File: config.mk
export PLATFORM = sky130hd
export DESIGN_NAME = arpc_cell
export DESIGN_NICKNAME = d
export VERILOG_FILES = /design/src/hdl/arpc_pkg.sv /design/src/hdl/arpc_cell.sv
export SDC_FILE = /design/constraint.sdc
export NUM_CORES = 1
export LEC_CHECK = 0
export BUFFER_PORTS_ARGS = -buffer_cell sky130_fd_sc_hd__buf_2
export CELL_PAD_IN_SITES_DETAIL_PLACEMENT = 1
export CELL_PAD_IN_SITES_GLOBAL_PLACEMENT = 1
export CORE_MARGIN = 8
export CORE_UTILIZATION = 30
export CTS_CLUSTER_DIAMETER = 150
export CTS_CLUSTER_SIZE = 16
export DETAILED_ROUTE_END_ITERATION = 12
export PLACE_DENSITY_LB_ADDON = 0.05
export SYNTH_ARGS = -nofsm -noshare
export SYNTH_HDL_FRONTEND = slang
export SYNTH_SLANG_ARGS = --single-unit
File: constraint.sdc
create_clock -name clk -period 38.9 [get_ports clk]
set_input_delay 5.835 -clock clk [delete_from_list [all_inputs] [get_ports clk]]
set_output_delay 5.835 -clock clk [all_outputs]
set_load 0.02 [all_outputs]
File: src/hdl/arpc_pkg.sv
// Shared types and constants for the ARP cache with aging.
`default_nettype none
package arpc_pkg;

  localparam logic [63:0] TTL_RESET  = 64'd60000000000;
  localparam int          SLOT_OUT_W = 5;

  localparam logic FUNC_UPDATE = 1'b0;
  localparam logic FUNC_LOOKUP = 1'b1;

  typedef struct packed {
    logic        func;
    logic [31:0] ip_address;
    logic [47:0] hw_address;
    logic [63:0] now_time;
  } arpc_in_t;

  typedef struct packed {
    logic                  hit;
    logic [47:0]           hw_result;
    logic [SLOT_OUT_W-1:0] slot_used;
  } arpc_out_t;

  typedef struct packed {
    logic        found;
    logic        expired;
    logic        free_found;
    logic [47:0] mac;
  } arpc_tok_t;

  typedef struct packed {
    logic        en;
    logic [31:0] ip;
    logic [47:0] mac;
    logic [63:0] expiry;
  } arpc_wr_t;

endpackage
`default_nettype wire

File: src/hdl/arpc_cell.sv
// One cache slot; inspects the passing search token and hands it to the next slot.
`default_nettype none
module arpc_cell import arpc_pkg::*; #(
  parameter int ENTRIES = 32,
  parameter int IDX = 0,
  localparam int IW = $clog2(ENTRIES)
) (
  input  wire logic          clk,
  input  wire logic          rst_n,
  input  wire logic          go_in,
  input  wire arpc_tok_t     tok_in,
  input  wire logic [IW-1:0] fslot_in,
  input  wire logic [IW-1:0] frslot_in,
  output logic               go_out,
  output arpc_tok_t          tok_out,
  output logic [IW-1:0]      fslot_out,
  output logic [IW-1:0]      frslot_out,
  input  wire logic          func,
  input  wire logic [31:0]   key,
  input  wire logic [63:0]   now,
  input  wire arpc_wr_t      wr,
  input  wire logic [IW-1:0] wr_slot
);

  logic          valid_r, valid_nxt;
  logic [31:0]   ip_r;
  logic [47:0]   mac_r;
  logic [63:0]   exp_r;
  logic          go_r;
  arpc_tok_t     tok_r, tok_nxt;
  logic [IW-1:0] fslot_r, fslot_nxt;
  logic [IW-1:0] frslot_r, frslot_nxt;
  logic          mine;
  logic          expired;
  logic          wr_hit;

  assign mine    = !tok_in.found && valid_r && (ip_r == key);
  assign expired = (exp_r != 64'd0) && (now >= exp_r);
  assign wr_hit  = wr.en && (wr_slot == IW'(IDX));

  always_comb begin
    tok_nxt    = tok_in;
    fslot_nxt  = fslot_in;
    frslot_nxt = frslot_in;
    valid_nxt  = valid_r;
    if (mine) begin
      tok_nxt.found = 1'b1;
      fslot_nxt     = IW'(IDX);
      if (func == FUNC_LOOKUP) begin
        tok_nxt.expired = expired;
        tok_nxt.mac     = expired ? 48'd0 : mac_r;
      end
    end
    if (!tok_in.free_found && !valid_r) begin
      tok_nxt.free_found = 1'b1;
      frslot_nxt         = IW'(IDX);
    end
    // drop a stale entry found by a lookup
    if (go_in && mine && (func == FUNC_LOOKUP) && expired) begin
      valid_nxt = 1'b0;
    end
    if (wr_hit) begin
      valid_nxt = 1'b1;
    end
  end

  always_ff @(posedge clk) begin
    if (!rst_n) begin
      valid_r <= 1'b0;
      go_r    <= 1'b0;
    end else begin
      valid_r <= valid_nxt;
      go_r    <= go_in;
    end
  end

  always_ff @(posedge clk) begin
    if (go_in) begin
      tok_r    <= tok_nxt;
      fslot_r  <= fslot_nxt;
      frslot_r <= frslot_nxt;
    end
    if (wr_hit) begin
      ip_r  <= wr.ip;
      mac_r <= wr.mac;
      exp_r <= wr.expiry;
    end
  end

  assign go_out     = go_r;
  assign tok_out    = tok_r;
  assign fslot_out  = fslot_r;
  assign frslot_out = frslot_r;

endmodule
`default_nettype wire

Word-level counts from Yosys, hierarchy flattened
Cells that the tools add are included.
{"block": "totals", "regBits": 207}
{"block": "op_classes", "order_cmp": 1, "n_eq_ne": 1, "n_mux": 7, "reduce_logical": 14}
{"operator": "two-way mux 48 bit", "count": 3}
{"operator": "greater-or-equal comparator 64 bit", "count": 1}
{"operator": "nonzero test 64 bit", "count": 1}
{"operator": "== test 32 bit", "count": 1}
{"operator": "logical AND 1 bit", "count": 8}
{"operator": "zero test 5 bit", "count": 1}
{"operator": "two-way mux 1 bit", "count": 4}
{"operator": "zero test 1 bit", "count": 3}
{"operator": "nonzero test 2 bit", "count": 1}

Depth between registers and ports, before layout
{"block": "logic_depth", "depth_word": 8, "depth_mapped": 11, "depth_no_buf": 9}

Worst setup path after synthesis
Ideal clock, no wire load.
{"block": "synth_timing", "path_type": "input port to flip-flop", "startpoint": "input wr_slot[3]", "endpoint": "register exp_r[0] (enable)", "arrival_ns": 16.293, "required_time_ns": 38.071, "slack_ns": 21.777, "stages": 2, "n_path_buf": 0, "cell_sequence": "or4b_2 nor3_1"}
{"block": "synth_between", "elab_chain_cells": 2}
{"element": "start, declared", "line_no": "arpc_cell.sv:22", "rtl": "input wire logic [IW-1:0] wr_slot"}
{"element": "zero test 5 bit", "line_no": "arpc_cell.sv:39", "rtl": "assign wr_hit = wr.en && (wr_slot == IW'(IDX));"}
{"element": "logical AND 1 bit", "line_no": "arpc_cell.sv:39"}
{"element": "end signal, assigned", "line_no": "arpc_cell.sv:86", "rtl": "exp_r <= wr.expiry;"}
{"element": "end, declared", "line_no": "arpc_cell.sv:28", "rtl": "logic [63:0] exp_r;"}
Every way passes these cells.
A chain may end at the register's enable or synchronous reset.

==> results.py <==
metrics = {
    "run_status": {
        "outcome": "finished clean",
    },
    "critical_path": {
        "rrSetupSlack_ns": 35.39,
        "reg2reg_depth": 9,
        "reg2reg_to": "tok_out[1]",
        "crit_arrival_ns": 8.75,
        "path_class": "in -> reg",
        "reg2reg_from": "ip_r[29]",
        "crit_required_ns": 39.09,
        "crit_fanout": 50,
        "critPathCaptureType": "flop",
        "cp-start-kind": "input port",
    },
    "drt": {
        "top_layer": "met5",
        "wl_met2_um": 14800,
        "ant_nets": 0,
        "drc": 0,
        "drtPass1Iterations": 4,
        "drt-met1-wl_um": 11200,
        "num_vias": 6397,
        "drt-total-wl_um": 29500,
        "dr.first_iter.drc_count": 196,
        "wl_met3_um": 2880,
        "vias_per_cell": 4.49,
        "wl_per_cell_um": 20.7,
    },
    "power": {
        "peakVddDrop_mv": 0.0223,
        "power.total_mw": 0.455,
        "p_leak_nw": 5.44,
        "power_density_mw_per_mm2": 37.9,
    },
    "sta": {
        "drv_slew": 0,
        "max_slew_margin_pct": 38.7,
        "period_share_pct": 22.0,
        "worst_pin_slew_ns": 0.919,
        "finalClockSkew_ns": 0.0287,
        "setup_tns_ns": 0,
        "finalSetupViolCount": 0,
        "period_minus_slack_ns": 8.56,
        "fmax_ghz": 0.117,
        "rsz0062_at_grt": "false",
        "hold_viol_final": 0,
        "holdWs_ns": 0.521,
    },
    "yosys": {
        "avgSynthCellArea_um2": 14.6,
        "syn_inst": 627,
        "yosys.cell_types.count": 41,
        "synthArstFlopShare_pct": 0,
        "ys_seq_elements": 207,
        "synthFlopType": "edfxtp_1",
        "synth_warnings": 0,
        "synth-seq-area-share_pct": 67.8,
        "synth_area_mm2": 0.00914,
        "synth_edf_count": 205,
        "syn_nets": 1002,
    },
    "clocking": {
        "ctsResizeCount": 0,
        "cts_buffer_depth": 3,
        "cts.sinks": 207,
        "cts_buffers": 16,
        "postCtsSetupRepairBufs": 0,
        "cts_max_level": 1,
        "clock_latency_ns": 0.49,
        "clock-root-buffer": "clkbuf_16",
        "tritoncts": "yes",
        "hold_buffers": 0,
        "path_clk_slew_ns": 0.08,
    },
    "layout": {
        "final_nets": 1386,
        "fill_cells": 3323,
        "final_cells": 1424,
        "syn2layout_area_growth_pct": 31.1,
        "postLayoutCoreUtil_pct": 39.6,
        "drive_above_1_share_pct": 39.3,
    },
    "die": {
        "core_region_area_mm2": 0.0303,
        "ioPinCount": 373,
        "die_w_um": 191,
        "start_util_pct": 30.2,
        "die_area_mm2": 0.0363,
        "die_height_um": 191,
        "fp-row-count": 64,
    },
    "min_path": {
        "hold_class": "reg -> reg",
        "min_to": "tok_out[48]",
        "hold_depth": 1,
        "hp-start": "valid_r",
    },
    "global_route": {
        "grt_pass1_wl_um": 42800,
        "grt_use_total_pct": 15.7,
        "antenna_found_initial": 19,
        "grt-ovfl-total": 0,
        "grt_max_degree": 147,
        "first_global_vias": 7154,
    },
    "placement": {
        "port_buffers": 372,
        "dp_cells": 1389,
        "place_hpwl_um": 23400,
        "gp_congestion": 0.751,
    },
    "run": {
        "cap_violations": 0,
    },
}
-- sequential cells by signal, summed over array words and instances (netlist names) --
signal,flops
fslot_out,5
valid_r,1
go_out,1
mac_r,48
exp_r,64
tok_out,51
ip_r,32
frslot_out,5
-- metal layers --
layer / global-route usage (%) / vias up
met5: 0 / -
met4: 4.47 / 10
met3: 6.69 / 44
met2: 27.8 / 235
met1: 16.7 / 3004
li1: - / 3104
-- through the flow --
step                      area, um^2  worst slack (ns)
after floorplan                 9140             21.78
after global placement         11500             29.72
after detailed placement       11500             29.68
after CTS                      12000             30.18
after global routing           12000             29.98
final                          12000             30.34
-- synth_stat cells, types with 2 or more instances --
| library cell | count | share of area, % |
|---|---|---|
| inv_1 | 65 | 2.7 |
| nor4_1 | 25 | 1.7 |
| nand2_1 | 13 | 0.53 |
| xnor2_1 | 5 | 0.48 |
| a21o_1 | 5 | 0.41 |
| edfxtp_1 | 205 | 67 |
| nor2_1 | 53 | 2.2 |
| a21oi_1 | 27 | 1.5 |
| nand2b_1 | 5 | 0.34 |
| nand3_1 | 8 | 0.44 |
| buf_4 | 3 | 0.25 |
| buf_2 | 3 | 0.16 |
| mux2i_1 | 48 | 5.3 |
| o21ai_0 | 10 | 0.55 |
| xor2_1 | 27 | 2.6 |
| nor3_1 | 4 | 0.22 |
| nand4_1 | 19 | 1.3 |
| dfxtp_1 | 2 | 0.44 |
| ha_1 | 64 | 8.8 |
| clkbuf_1 | 4 | 0.16 |
| a31oi_1 | 2 | 0.14 |
| nor2b_1 | 11 | 0.75 |
-- layout make-up --
cell class                 count  area, um^2  area share, %
sequential                   207        6200           51.7
clock buffer                  22         444           3.71
multi-input combinational    345        2670           22.3
antenna                       13        32.5          0.271
inverter                      65         244           2.04
timing repair buffer         376        1900           15.9
tap                          396         495           4.13
-- cell families (layout without fill, tap and decap cells) --
logic type,Yosys count,in the layout,share of synthesized area (%)
XOR/XNOR,32,32,3.07
flip-flops,207,207,67.8
AND/OR/NAND/NOR,146,146,8.28
multiplexers,48,48,5.25
AO/OA/AOI/OAI,55,55,3.64
adder cells (fa/ha/maj),64,64,8.76
other,0,13,0
buffers and inverters,75,463,3.24
-- power breakdown --
group	internal, mW	switching (mW)
Sequential	0.252	0.00192
Clock	0.0794	0.0766
Combinational	0.0205	0.0238
-- cell usage in the layout, fill, tap and decap left out, types with 8 or more instances in the layout --
cell and instances:
nor2_1 53, clkbuf_16 17, ha_1 64, mux2i_1 48, edfxtp_1 205, nand4_1 19, a21oi_1 27, nand2_1 13
xor2_1 27, buf_2 372, nor2b_1 11, nor4_1 25, inv_1 65, nand3_1 8, o21ai_0 10, diode_2 13
-- worst max path at each step --
stage	startpoint	end	slack (ns)	cells past startpoint
after floorplan	wr_slot[3]	exp_r[0]	21.78	2
after global placement	key[29]	tok_out[43]	29.72	10
after detailed placement	key[29]	tok_out[24]	29.68	10
after CTS	key[29]	tok_out[1]	30.18	10
after global routing	key[29]	tok_out[1]	29.98	10
final	key[29]	tok_out[1]	30.34	10
-- worst max-delay path: stages --
cell and delay (ns):
buf_2 0.10, xor2_1 0.15, nor4_1 0.44, nand4_1 0.23, nor4_4 0.58, nand2_4 0.06
buf_4 0.41, a211oi_4 0.27, buf_4 0.52, nor2_1 0.12
Note: power is estimated with default switching activity, not from simulation.
